==> config.mk <==
export PLATFORM = sky130hd
export DESIGN_NAME = video_framebuffer_geometry_flat
export DESIGN_NICKNAME = d
export VERILOG_FILES = /design/src/rtl/core/vfg_pkg.sv /design/src/rtl/core/vfg_if.sv /design/src/rtl/core/vfg_front.sv /design/src/rtl/core/vfg_div.sv /design/src/rtl/core/video_framebuffer_geometry.sv /design/src/flat_wrapper.sv
export SDC_FILE = /design/constraint.sdc
export NUM_CORES = 2
export LEC_CHECK = 0
export BUFFER_PORTS_ARGS = -buffer_cell sky130_fd_sc_hd__buf_2
export CAP_MARGIN = 20
export CORE_MARGIN = 1.5
export CORE_UTILIZATION = 45
export CTS_BUF_LIST = sky130_fd_sc_hd__clkbuf_4
export CTS_CLUSTER_SIZE = 24
export DETAILED_ROUTE_END_ITERATION = 7
export GPL_TIMING_DRIVEN = 0
export SYNTH_ARGS = -nofsm -noshare
export SYNTH_HDL_FRONTEND = slang
export SYNTH_HIERARCHICAL = 1
export SYNTH_SLANG_ARGS = --single-unit
==> constraint.sdc <==
create_clock -name i_clk -period 19.3 [get_ports i_clk]
set_input_delay 3.86 -clock i_clk [delete_from_list [all_inputs] [get_ports i_clk]]
set_output_delay 3.86 -clock i_clk [all_outputs]
set_load 0.02 [all_outputs]
==> src/rtl/core/vfg_pkg.sv <==
`timescale 1ns / 1ps

package vfg_pkg;

    localparam int unsigned DIV_STAGES = 13;

    localparam logic [1:0] PT_BLANK    = 2'd0;
    localparam logic [1:0] PT_RESERVED = 2'd1;
    localparam logic [1:0] PT_RGB16    = 2'd2;
    localparam logic [1:0] PT_RGB32    = 2'd3;

    localparam logic [2:0] BPP_NONE = 3'd0;
    localparam logic [2:0] BPP_TWO  = 3'd2;
    localparam logic [2:0] BPP_FOUR = 3'd4;

    typedef struct packed {
        logic [23:0] addr;
        logic [11:0] width;
        logic [2:0]  bpp;
        logic        vis;
        logic        ok;
        logic [23:0] m;
    } t_front;

endpackage

==> src/rtl/core/vfg_if.sv <==
`timescale 1ns / 1ps

interface vfg_in_if;
    logic        valid;
    logic        ready;
    logic [1:0]  pixel_type;
    logic        serrate;
    logic [23:0] origin;
    logic [11:0] line_width;
    logic [9:0]  h_start;
    logic [9:0]  h_end;
    logic [9:0]  v_start;
    logic [9:0]  v_end;
    logic [11:0] x_scale;
    logic [11:0] y_scale;
    logic [9:0]  current_line;

    modport source (
        output valid, pixel_type, serrate, origin, line_width, h_start, h_end,
               v_start, v_end, x_scale, y_scale, current_line,
        input  ready
    );
    modport sink (
        input  valid, pixel_type, serrate, origin, line_width, h_start, h_end,
               v_start, v_end, x_scale, y_scale, current_line,
        output ready
    );
endinterface

interface vfg_out_if;
    logic        valid;
    logic        ready;
    logic [23:0] fb_address;
    logic [11:0] fb_width;
    logic [12:0] fb_height;
    logic [2:0]  bytes_per_pixel;
    logic        is_visible;

    modport source (
        output valid, fb_address, fb_width, fb_height, bytes_per_pixel, is_visible,
        input  ready
    );
    modport sink (
        input  valid, fb_address, fb_width, fb_height, bytes_per_pixel, is_visible,
        output ready
    );
endinterface

==> src/rtl/core/vfg_front.sv <==
`timescale 1ns / 1ps

module vfg_front
    import vfg_pkg::*;
(
    input  logic         i_clk,
    input  logic         i_rst_n,
    vfg_in_if.sink       i_in,
    output logic         o_valid,
    input  logic         i_ready,
    output t_front       o_data
);

    logic en1, en2, en3;

    // stage 1
    logic               r1_v;
    logic [1:0]         r1_type;
    logic               r1_ser, r1_line0, r1_vis, r1_ys_nz, r1_vpos, r1_span_nz, r1_xs_nz;
    logic [23:0]        r1_origin;
    logic [11:0]        r1_lw;
    logic signed [23:0] r1_sx;
    logic [21:0]        r1_p;

    logic signed [10:0] n_span, n_vspan;
    logic signed [23:0] n_sx;

    // stage 2
    logic               r2_v;
    logic               r2_vis, r2_ok, r2_use;
    logic [23:0]        r2_origin;
    logic [11:0]        r2_dw;
    logic [2:0]         r2_bpp;
    logic [14:0]        r2_off;
    logic [33:0]        r2_q;

    logic signed [27:0] n_sxe, n_lhs, n_rhs;
    logic               n_half;
    logic [11:0]        n_dw;
    logic [2:0]         n_bpp;
    logic [1:0]         n_sh;
    logic [14:0]        n_off;

    // stage 3
    logic               r3_v;
    t_front             r3_d;
    logic [34:0]        n_sum;
    logic [23:0]        n_offe;

    assign en3 = !r3_v || i_ready;
    assign en2 = !r2_v || en3;
    assign en1 = !r1_v || en2;
    assign i_in.ready = en1;
    assign o_valid = r3_v;
    assign o_data  = r3_d;

    always_comb begin
        n_span  = signed'({1'b0, i_in.h_end}) - signed'({1'b0, i_in.h_start});
        n_vspan = signed'({1'b0, i_in.v_end}) - signed'({1'b0, i_in.v_start});
        n_sx    = n_span * signed'({1'b0, i_in.x_scale});
    end

    always_comb begin
        n_sxe  = 28'(r1_sx);
        n_lhs  = (n_sxe <<< 4) - n_sxe;
        n_rhs  = signed'({3'b000, r1_lw, 13'd0});
        n_half = r1_ser && r1_span_nz && r1_xs_nz && (n_lhs < n_rhs);
        n_dw   = n_half ? {1'b0, r1_lw[11:1]} : r1_lw;
        case (r1_type)
            PT_RGB16: n_bpp = BPP_TWO;
            PT_RGB32: n_bpp = BPP_FOUR;
            default:  n_bpp = BPP_NONE;
        endcase
        n_sh  = ((r1_type == PT_RGB32) ? 2'd2 : 2'd1) + ((r1_ser && r1_line0) ? 2'd1 : 2'd0);
        n_off = {3'b000, n_dw} << n_sh;
    end

    always_comb begin
        n_sum  = {1'b0, r2_q} + {13'd0, r2_dw, 10'd0};
        n_offe = {9'd0, r2_off};
    end

    always_ff @(posedge i_clk) begin
        if (!i_rst_n) begin
            r1_v <= 1'b0;
            r2_v <= 1'b0;
            r3_v <= 1'b0;
        end else begin
            if (en1) r1_v <= i_in.valid;
            if (en2) r2_v <= r1_v;
            if (en3) r3_v <= r2_v;
        end
        if (en1) begin
            r1_type    <= i_in.pixel_type;
            r1_ser     <= i_in.serrate;
            r1_line0   <= i_in.current_line[0];
            r1_vis     <= (i_in.pixel_type != PT_BLANK) && (i_in.h_start != 10'd0);
            r1_ys_nz   <= i_in.y_scale != 12'd0;
            r1_vpos    <= !n_vspan[10] && (n_vspan != 11'sd0);
            r1_span_nz <= n_span != 11'sd0;
            r1_xs_nz   <= i_in.x_scale != 12'd0;
            r1_origin  <= i_in.origin;
            r1_lw      <= i_in.line_width;
            r1_sx      <= n_sx;
            r1_p       <= n_vspan[9:0] * i_in.y_scale;
        end
        if (en2) begin
            r2_vis    <= r1_vis;
            r2_ok     <= (n_dw != 12'd0) && r1_ys_nz && r1_vpos;
            r2_use    <= (r1_type == PT_RGB16) || (r1_type == PT_RGB32);
            r2_origin <= r1_origin;
            r2_dw     <= n_dw;
            r2_bpp    <= n_bpp;
            r2_off    <= n_off;
            r2_q      <= r1_p * r1_lw;
        end
        if (en3) begin
            r3_d.addr  <= (r2_use && (r2_origin >= n_offe)) ? r2_origin - n_offe : r2_origin;
            r3_d.width <= r2_dw;
            r3_d.bpp   <= r2_bpp;
            r3_d.vis   <= r2_vis;
            r3_d.ok    <= r2_ok;
            r3_d.m     <= n_sum[34:11];
        end
    end

endmodule

==> src/rtl/core/vfg_div.sv <==
`timescale 1ns / 1ps

module vfg_div
    import vfg_pkg::*;
(
    input  logic                  i_clk,
    input  logic                  i_rst_n,
    input  logic                  i_valid,
    output logic                  o_ready,
    input  t_front                i_data,
    output logic                  o_valid,
    input  logic                  i_ready,
    output t_front                o_data,
    output logic [DIV_STAGES-1:0] o_quo
);

    logic                  r_v   [DIV_STAGES];
    t_front                r_d   [DIV_STAGES];
    logic [23:0]           r_rem [DIV_STAGES];
    logic [DIV_STAGES-1:0] r_quo [DIV_STAGES];
    logic                  en    [DIV_STAGES];

    always_comb begin
        for (int k = DIV_STAGES - 1; k >= 0; k--) begin
            if (k == DIV_STAGES - 1) en[k] = !r_v[k] || i_ready;
            else                     en[k] = !r_v[k] || en[k + 1];
        end
    end

    assign o_ready = en[0];
    assign o_valid = r_v[DIV_STAGES-1];
    assign o_data  = r_d[DIV_STAGES-1];
    assign o_quo   = r_quo[DIV_STAGES-1];

    for (genvar k = 0; k < DIV_STAGES; k++) begin : g_stage
        localparam int unsigned BIT = DIV_STAGES - 1 - k;
        logic                  v_in;
        t_front                d_in;
        logic [23:0]           rem_in;
        logic [DIV_STAGES-1:0] quo_in;
        logic [24+BIT:0]       den;
        logic [24+BIT:0]       rem_x;
        logic                  take;

        if (k == 0) begin : g_first
            assign v_in   = i_valid;
            assign d_in   = i_data;
            assign rem_in = i_data.m;
            assign quo_in = '0;
        end else begin : g_next
            assign v_in   = r_v[k-1];
            assign d_in   = r_d[k-1];
            assign rem_in = r_rem[k-1];
            assign quo_in = r_quo[k-1];
        end

        assign den   = {(13 + BIT)'(0), d_in.width} << BIT;
        assign rem_x = {(1 + BIT)'(0), rem_in};
        assign take  = rem_x >= den;

        always_ff @(posedge i_clk) begin
            if (!i_rst_n) begin
                r_v[k] <= 1'b0;
            end else if (en[k]) begin
                r_v[k] <= v_in;
            end
            if (en[k]) begin
                r_d[k]   <= d_in;
                r_rem[k] <= take ? 24'(rem_x - den) : rem_in;
                r_quo[k] <= quo_in | (take ? (DIV_STAGES)'(1) << BIT : '0);
            end
        end
    end

endmodule

==> src/rtl/core/video_framebuffer_geometry.sv <==
`timescale 1ns / 1ps
// Framebuffer geometry from one snapshot of the video-interface registers.
// i_in (sink) takes a request of register values; o_out (source) returns one
// result per request: base address, shown width, padded height, pixel size
// and visibility. A request is taken on a clock edge with valid and ready high.
// Path from acceptance to o_out: 3 front stages, 13 stages of a
// one-bit-per-stage height divider, 1 output register.
// Throughput: one request per cycle; every stage holds its own valid bit.
// Requests enter whenever the first stage is empty or moving, so bubbles fill
// up while a result waits at the output.
// When the receiver stalls, stages fill up and i_in.ready drops once the
// pipeline is full; nothing is dropped or repeated.
// Reset (i_rst_n low, synchronous) clears all valid bits; data is kept.
module video_framebuffer_geometry
    import vfg_pkg::*;
(
    input  logic      i_clk,
    input  logic      i_rst_n,
    vfg_in_if.sink    i_in,
    vfg_out_if.source o_out
);

    logic                  f_valid, f_ready, d_valid, d_ready, en_o;
    t_front                f_data, d_data;
    logic [DIV_STAGES-1:0] d_quo;
    logic [12:0]           n_h;
    logic                  n_ok;
    logic                  r_ov;

    vfg_front u_front (
        .i_clk   (i_clk),
        .i_rst_n (i_rst_n),
        .i_in    (i_in),
        .o_valid (f_valid),
        .i_ready (f_ready),
        .o_data  (f_data)
    );

    vfg_div u_div (
        .i_clk   (i_clk),
        .i_rst_n (i_rst_n),
        .i_valid (f_valid),
        .o_ready (f_ready),
        .i_data  (f_data),
        .o_valid (d_valid),
        .i_ready (d_ready),
        .o_data  (d_data),
        .o_quo   (d_quo)
    );

    assign en_o    = !r_ov || o_out.ready;
    assign d_ready = en_o;
    assign o_out.valid = r_ov;

    always_comb begin
        n_ok = d_data.ok && (d_quo != '0);
        n_h  = (13'(d_quo) + 13'd4) & ~13'd3;
    end

    always_ff @(posedge i_clk) begin
        if (!i_rst_n) begin
            r_ov <= 1'b0;
        end else if (en_o) begin
            r_ov <= d_valid;
        end
        if (en_o) begin
            o_out.fb_address      <= d_data.addr;
            o_out.fb_width        <= n_ok ? d_data.width : 12'd0;
            o_out.fb_height       <= n_ok ? n_h : 13'd0;
            o_out.bytes_per_pixel <= d_data.bpp;
            o_out.is_visible      <= d_data.vis;
        end
    end

endmodule
==> src/flat_wrapper.sv <==
// flat-port wrapper written by rule: the top's interface ports become plain ports
module video_framebuffer_geometry_flat import vfg_pkg::*;
  (i_clk, i_rst_n, i_in_valid, i_in_pixel_type, i_in_serrate, i_in_origin, i_in_line_width, i_in_h_start, i_in_h_end, i_in_v_start, i_in_v_end, i_in_x_scale, i_in_y_scale, i_in_current_line, i_in_ready, o_out_valid, o_out_fb_address, o_out_fb_width, o_out_fb_height, o_out_bytes_per_pixel, o_out_is_visible, o_out_ready);
  vfg_in_if i_in_i ();
  vfg_out_if o_out_i ();
  input  logic i_clk;
  input  logic i_rst_n;
  input wire logic [$bits(i_in_i.valid)-1:0] i_in_valid;
  input wire logic [$bits(i_in_i.pixel_type)-1:0] i_in_pixel_type;
  input wire logic [$bits(i_in_i.serrate)-1:0] i_in_serrate;
  input wire logic [$bits(i_in_i.origin)-1:0] i_in_origin;
  input wire logic [$bits(i_in_i.line_width)-1:0] i_in_line_width;
  input wire logic [$bits(i_in_i.h_start)-1:0] i_in_h_start;
  input wire logic [$bits(i_in_i.h_end)-1:0] i_in_h_end;
  input wire logic [$bits(i_in_i.v_start)-1:0] i_in_v_start;
  input wire logic [$bits(i_in_i.v_end)-1:0] i_in_v_end;
  input wire logic [$bits(i_in_i.x_scale)-1:0] i_in_x_scale;
  input wire logic [$bits(i_in_i.y_scale)-1:0] i_in_y_scale;
  input wire logic [$bits(i_in_i.current_line)-1:0] i_in_current_line;
  output wire logic [$bits(i_in_i.ready)-1:0] i_in_ready;
  output wire logic [$bits(o_out_i.valid)-1:0] o_out_valid;
  output wire logic [$bits(o_out_i.fb_address)-1:0] o_out_fb_address;
  output wire logic [$bits(o_out_i.fb_width)-1:0] o_out_fb_width;
  output wire logic [$bits(o_out_i.fb_height)-1:0] o_out_fb_height;
  output wire logic [$bits(o_out_i.bytes_per_pixel)-1:0] o_out_bytes_per_pixel;
  output wire logic [$bits(o_out_i.is_visible)-1:0] o_out_is_visible;
  input wire logic [$bits(o_out_i.ready)-1:0] o_out_ready;
  assign i_in_i.valid = i_in_valid;
  assign i_in_i.pixel_type = i_in_pixel_type;
  assign i_in_i.serrate = i_in_serrate;
  assign i_in_i.origin = i_in_origin;
  assign i_in_i.line_width = i_in_line_width;
  assign i_in_i.h_start = i_in_h_start;
  assign i_in_i.h_end = i_in_h_end;
  assign i_in_i.v_start = i_in_v_start;
  assign i_in_i.v_end = i_in_v_end;
  assign i_in_i.x_scale = i_in_x_scale;
  assign i_in_i.y_scale = i_in_y_scale;
  assign i_in_i.current_line = i_in_current_line;
  assign i_in_ready = i_in_i.ready;
  assign o_out_valid = o_out_i.valid;
  assign o_out_fb_address = o_out_i.fb_address;
  assign o_out_fb_width = o_out_i.fb_width;
  assign o_out_fb_height = o_out_i.fb_height;
  assign o_out_bytes_per_pixel = o_out_i.bytes_per_pixel;
  assign o_out_is_visible = o_out_i.is_visible;
  assign o_out_i.ready = o_out_ready;
  video_framebuffer_geometry u_core (.i_clk(i_clk), .i_rst_n(i_rst_n), .i_in(i_in_i), .o_out(o_out_i));
endmodule
==> metrics.md <==
| Metric | Value |
|---|---|
| Run status | `finished, final reports clean` |
| Vias per cell | `5.07` |
| CP arrival | `8.79 ns` |
| Clock-pin slew on the worst setup and hold paths | `0.07 ns` |
| Max-slew headroom | `34.5%` |
| Post-Place Cells | `7633` |
| Buffers inserted by post-CTS timing repair | `0` |
| RSZ-0062 raised after global routing | `no` |
| Floorplan die width | `393 um` |
| Root buffer cell | `clkbuf_4` |
| Number of cell rows | `142` |
| Post-route fraction of the period consumed by the critical path | `65.5%` |
| Clk_lat worst skew | `1.22 ns` |
| Layout Area Growth over Synthesis | `10.8%` |
| Post-route insts no fill | `8162` |
| Largest net degree at the start of global routing | `72` |
| Sinks on the clock net | `1215` |
| Worst endpoint required time | `15.44 ns` |
| Type of the tightest min-delay check | `flip-flop to flip-flop` |
| Global-route wire length before repair | `222000 um` |
| Post-Route Utilization | `50.4%` |
| Element type at the critical path start | `primary input` |
| Final setup vio count | `0` |
| DRC violations left | `0` |
| Warning count from the yosys run | `6` |
| Initial cell density of the core | `45.5%` |
| Maximum net fanout on the critical path | `67` |
| Die Footprint | `0.154 mm^2` |
| TritonCTS Buffers | `323` |
| Average detailed-routed wire length per instance | `16.7 um` |
| HPWL after DPL | `105000 um` |
| Routed Antenna Nets | `0` |
| Vias | `41.4k` |
| Final instance area | `0.0757 mm^2` |
| Share of cells above drive strength 1 | `12.6%` |
| Total of buffers placed on input and output ports | `160` |
| Number of antenna violations at the first check in global routing | `3` |
| Ports | `172` |
| Crit Path Category | `primary input to output port` |
| Number of detailed-route iterations in the first pass | `8` |
| TritonCTS clock tree | `yes` |
| First DRT Iteration DRCs | `1884` |
| Global-route usage over all layers | `18.2%` |
| Last weighted congestion value of the routability-driven placer | `0.877` |
| Quantity of hold-fixing buffers added after cts | `0` |
| Pins over their slew limit | `0` |
| Vert. Die Dim | `393 um` |
| Maximum clock rate | `79.1 MHz` |
| Area of the core | `0.150 mm^2` |
| Synth Instances | `5441` |
| Max-capacitance violation count | `0` |
| Aggregate routed wire length | `137000 um` |
| Post-synthesis instance area | `0.0683 mm^2` |
| Post-CTS Resized | `0` |
| Final-report hold violation count | `0` |
| Setup Skew | `0.150 ns` |
| Depth of the CTS H-tree | `5` |
| Final critical-path required period | `12.65 ns` |
| Critical Path End Type | `output port` |
| Grt total ovfl | `0` |
| Slew of the pin with the lowest slew margin | `0.974 ns` |
| Average instance area after synthesis | `12.6 um^2` |
| Placed inst area | `0.0721 mm^2` |
| Deepest clock path buffer count | `4` |
| Via count of the first global-routing pass | `43.1k` |
| Net count, final | `6879` |
==> final timing paths <==
| kind | slack [ns] | start | end | depth (start not counted) |
|---|---|---|---|---|
| setup / recovery | 6.65 | o_out_ready | i_in_ready | 13 |
| hold / removal | 0.34 | u_core/u_div/r_quo[0][25] | u_core/u_div/r_quo[0][38] | 0 |
| setup reg to reg | 11.73 | u_core/u_front/r1_lw[4] | u_core/u_front/r2_q[33] | 21 |
| hold reg to reg | 0.34 | u_core/u_div/r_quo[0][25] | u_core/u_div/r_quo[0][38] | 0 |
==> stage by stage <==
stage,hold WS (ns),worst slack [ns],setup TNS [ns]
finish,0.338,6.65,0
global route,0.344,6.07,0
CTS,0.313,6.52,0
detailed placement,0.405,6.54,0
global placement,0.400,-0.153,-0.153
floorplan,0.400,3.86,0
==> per-layer routing <==
metal	vias up	track usage (%)	wire length [um]
met5	-	0	0
met4	0	7.08	4370
met3	287	3.27	5230
met2	855	32.8	71000
met1	20100	21.4	55900
li1	20100	-	-
==> placed cells by master, fill, tap and decap left out, types with 20 or more instances in the layout <==
cell type,n
clkinv_1,72
clkbuf_1,123
or4_1,21
a211oi_1,20
o31a_1,21
a21oi_1,199
and2_1,212
nand3_1,56
o21ai_0,165
edfxtp_1,1210
inv_1,739
o21a_1,61
nor4_1,38
o31ai_1,32
nor2_1,242
or3_1,24
mux2i_1,22
xnor2_1,158
buf_2,172
nor2b_1,79
fa_1,383
clkbuf_4,436
a21o_1,62
and3_1,39
nand2b_1,54
nor3_1,69
xor2_1,106
mux2_2,46
nand2_1,449
nand4_1,37
ha_1,437
==> worst max-delay path, stage by stage <==
cell,delay (ns)
buf_2,0.09
nand2b_2,0.45
nor2b_1,0.38
inv_2,0.28
nor2_1,0.33
and2_1,0.35
and3_1,0.37
and3_1,0.33
and3_1,0.30
nand2_4,0.44
nor2b_1,0.70
nand3_4,0.51
buf_2,0.35
==> state kept, by name (all words and copies together) (netlist names), 24 cells and up <==
signal,cells
u_core/u_front/r2_origin,24
u_core/u_front/o_data,64
u_core/u_front/r1_sx,24
u_core/u_front/r2_q,24
u_core/u_div/r_d,533
u_core/u_div/r_quo,91
u_core/o_out.fb_address,24
u_core/u_div/r_rem,288
u_core/u_front/r1_origin,24
==> final cells by class <==
| cell class | instances | area, um^2 |
|---|---|---|
| antenna | 9 | 22.5 |
| buffer | 150 | 638 |
| clock buffer | 436 | 3270 |
| clock inverter | 84 | 335 |
| fill | 13400 | 74600 |
| inverter | 750 | 2830 |
| multi-input combinational | 3327 | 28500 |
| sequential | 1215 | 36400 |
| tap | 2016 | 2520 |
| timing repair buffer | 175 | 1180 |
Power is left out: the tool's default activity adds up to more than one toggle a clock period on the data nets, which glitch-free logic cannot reach.
